### src/rtl/pcc_pkg.sv
// Shared constants, codes and control/status types of the permutation cycle counter.
package pcc_pkg;

	localparam int BOARD_SIZE = 1024;
	localparam int IDX_W      = $clog2(BOARD_SIZE);
	localparam int POS_W      = 11;
	localparam int CNT_W      = 11;
	localparam int CYC_W      = IDX_W;
	localparam int SUM_W      = CNT_W + 1;

	localparam logic [IDX_W-1:0] IDX_LAST = IDX_W'(BOARD_SIZE - 1);

	// Visit colors kept with each row in the mark store.
	localparam logic [1:0] COL_NEW  = 2'd0;
	localparam logic [1:0] COL_PATH = 2'd1;
	localparam logic [1:0] COL_DONE = 2'd2;

	typedef enum logic [2:0] {
		S_CLEAR,
		S_IDLE,
		S_LOAD,
		S_SCAN_RD,
		S_SCAN,
		S_WALK,
		S_RET,
		S_DONE
	} pcc_state_t;

	typedef enum logic [2:0] {
		RD_ROW,
		RD_SCAN,
		RD_SCAN_NEXT,
		RD_SUCC,
		RD_START
	} pcc_rd_sel_t;

	typedef enum logic [2:0] {
		MW_NONE,
		MW_LOAD,
		MW_PATH,
		MW_DONE,
		MW_CLEAR
	} pcc_mark_wr_t;

	typedef struct packed {
		pcc_rd_sel_t  rd_sel;
		pcc_mark_wr_t mark_wr;
		logic         succ_we;
		logic         cap;
		logic         clr_step;
		logic         scan_clr;
		logic         scan_inc;
		logic         walk_begin;
		logic         count_piece;
		logic         set_conflict;
		logic         count_cycle;
		logic         emit;
	} pcc_cmd_t;

	typedef struct packed {
		logic       piece_ok;
		logic       last;
		logic       occ;
		logic [1:0] color;
		logic       scan_end;
		logic       clr_end;
	} pcc_stat_t;

endpackage

### src/rtl/pcc_ctrl.sv
// Controller state machine of the permutation cycle counter.
module pcc_ctrl import pcc_pkg::*; (
	input  logic      clk,
	input  logic      arst_n,
	input  logic      start,
	input  pcc_stat_t stat,
	output pcc_cmd_t  cmd,
	output logic      busy
);

	pcc_state_t state_q;
	pcc_state_t state_d;

	always_ff @(posedge clk or negedge arst_n) begin
		if (!arst_n) begin
			state_q <= S_CLEAR;
		end else begin
			state_q <= state_d;
		end
	end

	always_comb begin
		state_d = state_q;
		busy    = 1'b1;
		cmd     = '0;
		cmd.rd_sel  = RD_SCAN;
		cmd.mark_wr = MW_NONE;
		unique case (state_q)
			S_CLEAR: begin
				cmd.mark_wr  = MW_CLEAR;
				cmd.clr_step = 1'b1;
				if (stat.clr_end) begin
					state_d = S_IDLE;
				end
			end
			S_IDLE: begin
				busy       = 1'b0;
				cmd.rd_sel = RD_ROW;
				if (start) begin
					cmd.cap = 1'b1;
					state_d = S_LOAD;
				end
			end
			S_LOAD: begin
				if (stat.piece_ok) begin
					cmd.count_piece = 1'b1;
					if (stat.occ) begin
						cmd.set_conflict = 1'b1;
					end else begin
						cmd.mark_wr = MW_LOAD;
						cmd.succ_we = 1'b1;
					end
				end
				if (stat.last) begin
					cmd.scan_clr = 1'b1;
					state_d      = S_SCAN_RD;
				end else begin
					state_d = S_IDLE;
				end
			end
			S_SCAN_RD: begin
				cmd.rd_sel = RD_SCAN;
				state_d    = S_SCAN;
			end
			S_SCAN: begin
				if (stat.occ && stat.color == COL_NEW) begin
					cmd.mark_wr    = MW_PATH;
					cmd.walk_begin = 1'b1;
					cmd.rd_sel     = RD_SUCC;
					state_d        = S_WALK;
				end else if (stat.scan_end) begin
					state_d = S_DONE;
				end else begin
					cmd.scan_inc = 1'b1;
					cmd.rd_sel   = RD_SCAN_NEXT;
				end
			end
			S_WALK: begin
				if (stat.occ && stat.color == COL_NEW) begin
					cmd.mark_wr = MW_PATH;
					cmd.rd_sel  = RD_SUCC;
				end else begin
					// Meeting a row of the current path closes a cycle.
					cmd.count_cycle = stat.occ && stat.color == COL_PATH;
					cmd.rd_sel      = RD_START;
					state_d         = S_RET;
				end
			end
			S_RET: begin
				if (stat.occ && stat.color == COL_PATH) begin
					cmd.mark_wr = MW_DONE;
					cmd.rd_sel  = RD_SUCC;
				end else if (stat.scan_end) begin
					state_d = S_DONE;
				end else begin
					cmd.scan_inc = 1'b1;
					cmd.rd_sel   = RD_SCAN_NEXT;
					state_d      = S_SCAN;
				end
			end
			S_DONE: begin
				cmd.emit = 1'b1;
				state_d  = S_CLEAR;
			end
			default: begin
				state_d = S_CLEAR;
			end
		endcase
	end

	a_walk_entry: assert property (@(posedge clk) disable iff (!arst_n)
		state_q == S_WALK |-> $past(state_q) == S_SCAN || $past(state_q) == S_WALK)
		else $error("walk entered from an unexpected state");

	a_idle_hold: assert property (@(posedge clk) disable iff (!arst_n)
		state_q == S_IDLE && !start |=> state_q == S_IDLE)
		else $error("left idle without a transaction");

	a_emit_clear: assert property (@(posedge clk) disable iff (!arst_n)
		state_q == S_DONE |=> state_q == S_CLEAR)
		else $error("result not followed by the clearing pass");

endmodule

### config.mk
export PLATFORM = sky130hd
export DESIGN_NAME = pcc_ctrl
export DESIGN_NICKNAME = d
export VERILOG_FILES = /design/src/rtl/pcc_pkg.sv /design/src/rtl/pcc_ctrl.sv
export SDC_FILE = /design/constraint.sdc
export NUM_CORES = 1
export LEC_CHECK = 0
export ABC_AREA = 1
export BUFFER_PORTS_ARGS = -buffer_cell sky130_fd_sc_hd__buf_2
export CORE_MARGIN = 2
export CORE_UTILIZATION = 30
export CTS_CLUSTER_DIAMETER = 50
export DETAILED_ROUTE_END_ITERATION = 16
export PLACE_DENSITY = 0.63
export SKIP_CTS_REPAIR_TIMING = 1
export SLEW_MARGIN = 20
export SYNTH_ARGS = -nofsm -noshare
export SYNTH_HDL_FRONTEND = slang
export SYNTH_SLANG_ARGS = --single-unit
### constraint.sdc
create_clock -name clk -period 1.53 [get_ports clk]
set_clock_uncertainty 0.05 [all_clocks]
set_input_delay 0 -clock clk [delete_from_list [all_inputs] [get_ports clk]]
set_output_delay 0 -clock clk [all_outputs]
set_load 0.01 [all_outputs]
==> impl_metrics.json, run 1 <==
{
  "finalHoldViolCount": 0,
  "die_area_mm2": 0.00176,
  "hpwlAfterDp_um": 894,
  "grt.overflow.total": 0,
  "largest_reg_flops": 3,
  "max_freq_ghz": 0.660,
  "whs_ps": 35.4,
  "seqCellArea_um2": 78.8,
  "run_status": "completed",
  "arrival_ps": 1470,
  "cts_buffers": 3,
  "floorplan.initialDensity_pct": 32.9,
  "synth.avg_cell_area_um2": 5.93,
  "via_per_inst": 4.45,
  "synth_seq_area_share_pct": 17.3,
  "leakage_nw": 0.427,
  "die_y_um": 42.0,
  "port_buffers": 26,
  "design.core.area_mm2": 0.00132,
  "path_class": "register to output port",
  "syn_inst": 73,
  "n_antenna_cell": 0,
  "multi_input_area_um2": 292,
  "n_fill_cell": 158,
  "antenna_found_initial": 0,
  "grt_pass1_vias": 475,
  "synth_warnings": 0,
  "die_w_um": 42.0,
  "p_total_mw": 1.25,
  "grt_pass1_wl_um": 1770,
  "rsz0062_at_grt": "true",
  "drc": 0,
  "drv_slew": 0,
  "num_rows": 13,
  "htree_levels": 1,
  "post-place-cells": 112,
  "grt_max_degree": 12,
  "slew-limit-headroom_pct": 83.5,
  "synth-seq-cells": 3,
  "layoutNonFillerInstCount": 125,
  "layout.nets": 121,
  "cts_tree": "yes",
  "post_drt_wl_per_cell_um": 9.59,
  "ys_types": 19,
  "worst_ep_required_time_ps": 1480,
  "worstMarginPinSlew_ps": 247,
  "fin_area_um2": 681,
  "cap_violations": 0,
  "cts_buffer_depth": 2,
  "wl_um": 1200,
  "ir_drop_mv": 0.981,
  "place_congestion": 0.832,
  "synth_nets": 83,
  "cts_num_sinks": 3,
  "grt_use_total_pct": 12.7,
  "area_growth_pct": 57.2,
  "vias": 556,
  "cp-start-kind": "register",
  "min_period_ps": 1520,
  "power_density_mw_per_mm2": 1840,
  "placed_cell_area_um2": 559,
  "clk_pin_slew_ps": 40,
  "layout-drive-gt1-share_pct": 49.1,
  "cp-end-kind": "output port",
  "drt_iter0_drc": 6,
  "ant_nets": 0,
  "drtPass1Iterations": 2,
  "setup_viol": 0,
  "largest-register": "state_q",
  "hold_path_class": "input port to async pin",
  "ios": 27,
  "cts-root-buf": "clkbuf_4",
  "syn_area_um2": 433,
  "clk_latency_ps": 240,
  "cp_max_fo": 5,
  "fin_crit_sh_pct": 99.1,
  "reg_top3": "state_q: 3 flops",
  "tns_ps": 0
}
## critical path, stage by stage, from the launching register on
cell and delay [ps]:
dfrtp_2 430, inv_4 60, buf_6 120, nor2_4 140
nand2_4 80, nor2_4 120, nor2_4 50, o211ai_1 70
buf_2 150
## cell usage after synthesis
master,count,area share [%]
inv_2,4,3.5
xor2_1,1,2.0
nand4_1,3,4.3
inv_1,11,9.5
a31oi_1,1,1.4
nor2_2,2,2.9
buf_6,2,5.2
nor2_1,14,12
nor2_4,3,7.8
o31ai_1,1,1.7
nand3b_1,1,1.7
nand2_1,17,15
nand2_4,2,5.2
nand3_1,4,4.6
o21ai_1,1,1.2
dfrtp_1,3,17
nand2_2,1,1.4
o22ai_1,1,1.4
o211ai_1,1,1.7
## where the power goes
group	internal (mW)	leakage [nW]	switching, mW
registers	0.131	0.0328	0.127
logic	0.388	0.379	0.462
clock network	0.0981	0.0150	0.0475
## final cells by class
type	instances	share of cell area, %
Multi-Input combinational cell	53	42.8
Clock buffer	4	3.86
Tap cell	15	2.76
Sequential cell	3	11.6
Inverter	15	9.01
Timing Repair Buffer	35	30.0
## layer usage
layer | wire, um | share of wire [%] | global-route usage, %
met1 | 529 | 44 | 15.6
met2 | 589 | 49 | 20.9
met3 | 81 | 6.8 | 4.31
met4 | 0 | 0 | 3.87
met5 | 0 | 0 | 0
## cell families after synthesis
family,synth area share (%)
buffers and inverters,18.2
AO/OA/AOI/OAI,7.52
XOR/XNOR,2.02
flip-flops,17.3
AND/OR/NAND/NOR,54.9
## metrics by stage
step,utilization [%],setup slack [ps]
final,51.7,13.7
after global routing,51.7,-58.0
after CTS,44.4,-56.0
after detailed placement,42.5,191
after global placement,42.5,187
after floorplan,-,375
## placed cells by master (no fill, tap or decap)
cell type	Yosys	final
inv_2	4	3
a31oi_1	1	1
inv_1	11	10
xor2_1	1	1
buf_4	0	7
clkbuf_1	0	1
nor2_1	14	13
buf_2	0	26
nor2_2	2	1
dlygate4sd3_1	0	1
nand2_4	2	2
inv_4	0	2
buf_6	2	1
dfrtp_2	0	3
o21ai_1	1	1
nand2_1	17	17
nand2_2	1	1
nand3b_1	1	1
clkbuf_4	0	3
o22ai_1	1	1
nand4_1	3	3
nand3_1	4	4
o31ai_1	1	1
o211ai_1	1	1
nor2_4	3	5
## final timing paths
kind | slack, ps | cells after the start | startpoint | end
min in group clk | 160 | 5 | stat[2] | state_q[1]
worst min register to register | 660 | 3 | state_q[0] | state_q[0]
worst min-delay path | 40 | 2 | arst_n | state_q[0]
worst max register to register | 70 | 10 | state_q[0] | state_q[0]
worst max-delay path | 10 | 8 | state_q[0] | cmd[14]
max in group asynchronous | 1280 | 2 | arst_n | state_q[1]
(Power assumes the default switching activity.)
==> run 2, diff against run 1 <==
==> constraint.sdc (replaced) <==
create_clock -name clk -period 1.53 [get_ports clk]
set_clock_uncertainty 0.05 [all_clocks]
set_input_delay 0 -clock clk [delete_from_list [all_inputs] [get_ports clk]]
set_output_delay 0 -clock clk [all_outputs]
set_load 0.1 [all_outputs]
==> run 2 against run 1 <==
Against the previous run:
- the flow now finishes with violations (negative setup slack)
- wire length rose by 33%
- design area rose by 59%
- final cell count rose by 2.4%
- maximum frequency fell by 6.3%
- flip-flop and latch count did not move
- sequential share of layout area fell by 4.3 points
- setup slack got worse by 100 ps
- register-to-register slack improved by 80 ps
- via count rose by 11%
- worst hold slack improved by 2.9 ps
==> impl_metrics.json, run 2 (same netlist as run 1, synthesis figures left out) <==
{
  "run_status": "complete, but fails checks",
  "violations": "negative setup slack",
  "layout-drive-gt1-share_pct": 65.5,
  "largest-register": "state_q",
  "cts_tree": "yes",
  "vias": 619,
  "cp-start-kind": "register",
  "hpwlAfterDp_um": 1130,
  "finalHoldViolCount": 0,
  "drv_slew": 0,
  "grt_pass1_wl_um": 2260,
  "timing.rr.start": "state_q[0]",
  "grt.overflow.total": 0,
  "clk_pin_slew_ps": 40,
  "dp_slack_ps": 89.0,
  "cpMaxStageDelayCell": "dfrtp_2",
  "ant_nets": 0,
  "fin_crit_sh_pct": 106,
  "htree_levels": 1,
  "final_cell_mix": "nand2_1, buf_12, nor2_4",
  "design.core.area_mm2": 0.00132,
  "cts_num_sinks": 3,
  "crit_chain": "inv_4, nand2_4, inv_4, nand2_4, nor2_4, nor2_4, o211ai_1, clkbuf_16",
  "worstMarginPinSlew_ps": 280,
  "floorplan.initialDensity_pct": 32.9,
  "wl_um": 1590,
  "worst_ep_required_time_ps": 1480,
  "post_drt_wl_per_cell_um": 12.4,
  "path_class": "register to output port",
  "hold_path_class": "input port to async pin",
  "largest_reg_flops": 3,
  "ios": 27,
  "post-place-cells": 117,
  "grt_pass1_vias": 540,
  "n_antenna_cell": 0,
  "num_rows": 13,
  "layout.nets": 124,
  "r2r-end": "state_q[1]",
  "cp-startpoint": "state_q[0]",
  "slew-limit-headroom_pct": 81.3,
  "drt_iter0_drc": 12,
  "cts_buffers": 3,
  "via_per_inst": 4.84,
  "grt_max_degree": 8,
  "antenna_found_initial": 0,
  "cp-end-kind": "output port",
  "min_period_ps": 1620,
  "setup.worst_path.end": "cmd[14]",
  "max_freq_ghz": 0.618,
  "die_area_mm2": 0.00176,
  "setup_viol": 3,
  "whs_ps": 38.3,
  "arrival_ps": 1570,
  "cts-root-buf": "clkbuf_4",
  "die_w_um": 42.0,
  "reg_top3": "state_q: 3 flops",
  "crit_path_max_incr_delay_ps": 440,
  "r2r_cells": 9,
  "layoutNonFillerInstCount": 128,
  "cp_max_fo": 3,
  "finalWorstSetupSlack_ps": -87.5,
  "clk_latency_ps": 230,
  "r2r_slack_ps": 150,
  "drtPass1Iterations": 4,
  "port_buffers": 26,
  "cts_buffer_depth": 2,
  "die_y_um": 42.0,
  "cap_violations": 0,
  "area_growth_pct": 151,
  "place_congestion": 0.826,
  "drc": 0,
  "rsz0062_at_grt": "true",
  "grt_use_total_pct": 16.8
}
==> run 2: cell count changes in the layout (fill, tap and decap cells not counted), moves of 2 or more <==
| cell | previous run | this run |
|---|---|---|
| buf_12 | 0 | 15 |
| buf_2 | 26 | 9 |
| buf_4 | 7 | 11 |
| clkbuf_16 | 0 | 2 |
| inv_1 | 10 | 7 |
| inv_2 | 3 | 5 |
| nand2_1 | 17 | 15 |
| nand2_4 | 2 | 5 |
| nor2_1 | 13 | 4 |
| nor2_2 | 1 | 3 |
| nor2_4 | 5 | 12 |
==> run 2: worst min-delay path by stage <==
stage / startpoint / endpoint / cells after the start
detailed placement: arst_n / state_q[2] / 1
floorplan: arst_n / state_q[0] / 0
global placement: arst_n / state_q[1] / 1
global route: arst_n / state_q[1] / 2
CTS: arst_n / state_q[2] / 1
finish: arst_n / state_q[1] / 2
==> run 2: layout make-up <==
| class | count | area [um2] |
|---|---|---|
| multi-input combinational | 53 | 408 |
| sequential | 3 | 78.8 |
| clock buffer | 4 | 26.3 |
| fill | 70 | 233 |
| timing repair buffer | 38 | 488 |
| tap | 15 | 18.8 |
| inverter | 15 | 65.1 |
==> run 2: worst max-delay path: cells and delay by family, from the launching register on <==
family / cells / cell delay [ps]
flip-flops: 1 / 440
buffers and inverters: 3 / 430
AND/OR/NAND/NOR: 4 / 320
AO/OA/AOI/OAI: 1 / 130
==> run 2: per-layer routing <==
layer	track usage, %	wire length, um	vias to the layer above
li1	-	-	305
met1	19.5	611	285
met2	28.7	854	27
met3	6.47	106	2
met4	3.87	17	0
met5	0	0	-
==> run 2: through the flow <==
stage | instance area, um2 | TNS (ps) | util, %
global route | 1080 | -402 | 82.3
detailed placement | 951 | 0 | 72.2
CTS | 977 | -748 | 74.2
finish | 1080 | -138 | 82.3
floorplan | 532 | -1530 | -
global placement | 951 | 0 | 72.2
Power of run 2 is not shown: default switching activity piles up to over one toggle a cycle in this logic, so the estimate is an artifact.
==> run 3, diff against run 2 <==
--- a/config.mk
+++ b/config.mk
@@ -5,8 +5,8 @@
 export SDC_FILE = /design/constraint.sdc
 export NUM_CORES = 1
 export LEC_CHECK = 0
-export ABC_AREA = 1
 export BUFFER_PORTS_ARGS = -buffer_cell sky130_fd_sc_hd__buf_2
+export CAP_MARGIN = 15
 export CORE_MARGIN = 2
 export CORE_UTILIZATION = 30
 export CTS_CLUSTER_DIAMETER = 50
==> run 3 against run 2 <==
Against the previous run:
- design area is 3.8% lower
- register-to-register slack got worse by 90 ps
- wire length shrank 5.0%
- die area is 4.2% lower
- core utilization is 2.1 points lower
- the flow still finishes with violations (negative setup slack)
==> impl_metrics.json, run 3 <==
{
  "synth_warnings": 0,
  "cpMaxStageDelayCell": "dfrtp_2",
  "grt_pass1_wl_um": 2160,
  "cts-root-buf": "clkbuf_4",
  "cap_violations": 0,
  "clk_latency_ps": 230,
  "post_drt_wl_per_cell_um": 13.6,
  "final_cell_mix": "buf_12, buf_2, buf_4",
  "drt_iter0_drc": 17,
  "cts_buffer_depth": 2,
  "layout.nets": 107,
  "grt.overflow.total": 0,
  "synth-seq-cells": 3,
  "port_buffers": 26,
  "clk_pin_slew_ps": 40,
  "synth.avg_cell_area_um2": 6.77,
  "hpwlAfterDp_um": 1130,
  "arrival_ps": 1490,
  "ios": 27,
  "cp-end-kind": "output port",
  "dp_slack_ps": 38.6,
  "cp_max_fo": 7,
  "design.core.area_mm2": 0.00130,
  "slew-limit-headroom_pct": 78.5,
  "cts_num_sinks": 3,
  "yosysMostFrequentCell": "nor2_1",
  "die_w_um": 41.1,
  "reg_top3": "state_q: 3 flops",
  "finalHoldViolCount": 0,
  "drv_slew": 0,
  "max_freq_ghz": 0.648,
  "via_per_inst": 5.32,
  "n_antenna_cell": 0,
  "num_rows": 13,
  "cp-start-kind": "register",
  "crit_path_max_incr_delay_ps": 460,
  "die_area_mm2": 0.00169,
  "area_growth_pct": 153,
  "finalWorstSetupSlack_ps": -13.3,
  "ys.flop_type": "dfrtp_1",
  "layout_commonest_cell": "buf_12",
  "path_class": "register to output port",
  "crit_chain": "nor2b_2, a21oi_2, nor2_1, o21a_2, buf_12",
  "grt_pass1_vias": 500,
  "cts_buffers": 3,
  "netlist.area_leader.share_pct": 18.2,
  "grt_max_degree": 9,
  "synth_top_cells_by_area": "dfrtp_1, nor2_1, nand2_1, nor2b_1, a21oi_1",
  "synth_edf_count": 0,
  "vias": 590,
  "wl_um": 1510,
  "htree_levels": 1,
  "async_flop_share_pct": 100,
  "syn_area_um2": 413,
  "violations": "negative setup slack",
  "layout-drive-gt1-share_pct": 70.8,
  "hold_path_class": "input port to async pin",
  "timing.rr.start": "state_q[2]",
  "r2r_slack_ps": 60,
  "fin_crit_sh_pct": 101,
  "min_period_ps": 1540,
  "whs_ps": 38.4,
  "largest_reg_flops": 3,
  "run_status": "complete, but fails checks",
  "die_y_um": 41.1,
  "drtPass1Iterations": 4,
  "r2r-end": "state_q[0]",
  "syn_inst": 61,
  "worstMarginPinSlew_ps": 321,
  "synth_seq_area_share_pct": 18.2,
  "largest-register": "state_q",
  "cts_tree": "yes",
  "synth.largest_area_cell": "dfrtp_1",
  "ant_nets": 0,
  "setup_viol": 2,
  "ys_types": 26,
  "floorplan.initialDensity_pct": 31.7,
  "rsz0062_at_grt": "true",
  "grt_use_total_pct": 19.4,
  "antenna_found_initial": 0,
  "place_congestion": 0.921,
  "drc": 0,
  "synth_nets": 71,
  "synth_commonest_cells": "nor2_1, nand2_1, a21oi_1, nor2b_1",
  "r2r_cells": 5,
  "worst_ep_required_time_ps": 1480,
  "n_fill_cell": 87
}
==> run 3: cell types whose count changed after synthesis, moves of 3 or more <==
cell / previous run / this run
clkbuf_1: 0 / 3
nand3_1: 4 / 0
nor2_4: 3 / 0
inv_2: 4 / 0
inv_1: 11 / 2
nor2b_1: 0 / 4
nor2_1: 14 / 10
and3_1: 0 / 3
a21oi_1: 0 / 4
nand2_1: 17 / 9
==> run 3: worst max-delay path by stage <==
stage	from	slack, ps	to
6_report	state_q[1]	-10	cmd[14]
5_1_grt	state_q[1]	-60	cmd[14]
4_1_cts	state_q[0]	-220	cmd[10]
3_5_place_dp	state_q[0]	40	cmd[10]
3_3_place_gp	state_q[0]	70	cmd[10]
2_1_floorplan	state_q[1]	-190	cmd[11]
==> run 3: cell type report <==
type / count / area, um2 / area share [%]
Clock buffer: 4 / 26.3 / 2.52
Inverter: 2 / 11.3 / 1.08
Multi-Input combinational cell: 51 / 447 / 42.8
Sequential cell: 3 / 77.6 / 7.43
Tap cell: 15 / 18.8 / 1.80
Timing Repair Buffer: 36 / 463 / 44.4
==> run 3: critical path: cells and delay by family (launching register included) <==
kind	cells	cell delay, ps
compound gates	2	380
buf+inv	1	160
flops	1	460
simple gates	2	260
==> run 3: stage by stage <==
| step | cell area [um2] | instances | utilization [%] | setup TNS [ps] |
|---|---|---|---|---|
| floorplan | 532 | 61 | - | -324 |
| global placement | 948 | 104 | 72.9 | 0 |
| detailed placement | 948 | 104 | 72.9 | 0 |
| CTS | 975 | 108 | 74.9 | -741 |
| global route | 1040 | 111 | 80.2 | -231 |
| finish | 1040 | 111 | 80.2 | -17.3 |
==> run 3: per-layer routing <==
layer  wire, um  up-vias  global-route usage (%)
li1           -      286                       -
met1        580      270                    24.2
met2        786       32                    31.6
met3        127        2                    6.52
met4         14        0                    4.84
met5          0        -                       0
==> run 3: kinds of logic (layout without fill, tap and decap cells) <==
| logic type | after synthesis | after routing | synth area share (%) |
|---|---|---|---|
| and+or+nand+nor | 37 | 37 | 47.9 |
| AOI/OAI and AO/OA | 10 | 10 | 15.2 |
| buffers and inverters | 7 | 42 | 8.48 |
| DFF | 3 | 3 | 18.2 |
| xor gates and xnor gates | 2 | 2 | 4.24 |
| muxes | 2 | 2 | 6.06 |
Power of run 3 is left out for the same reason.
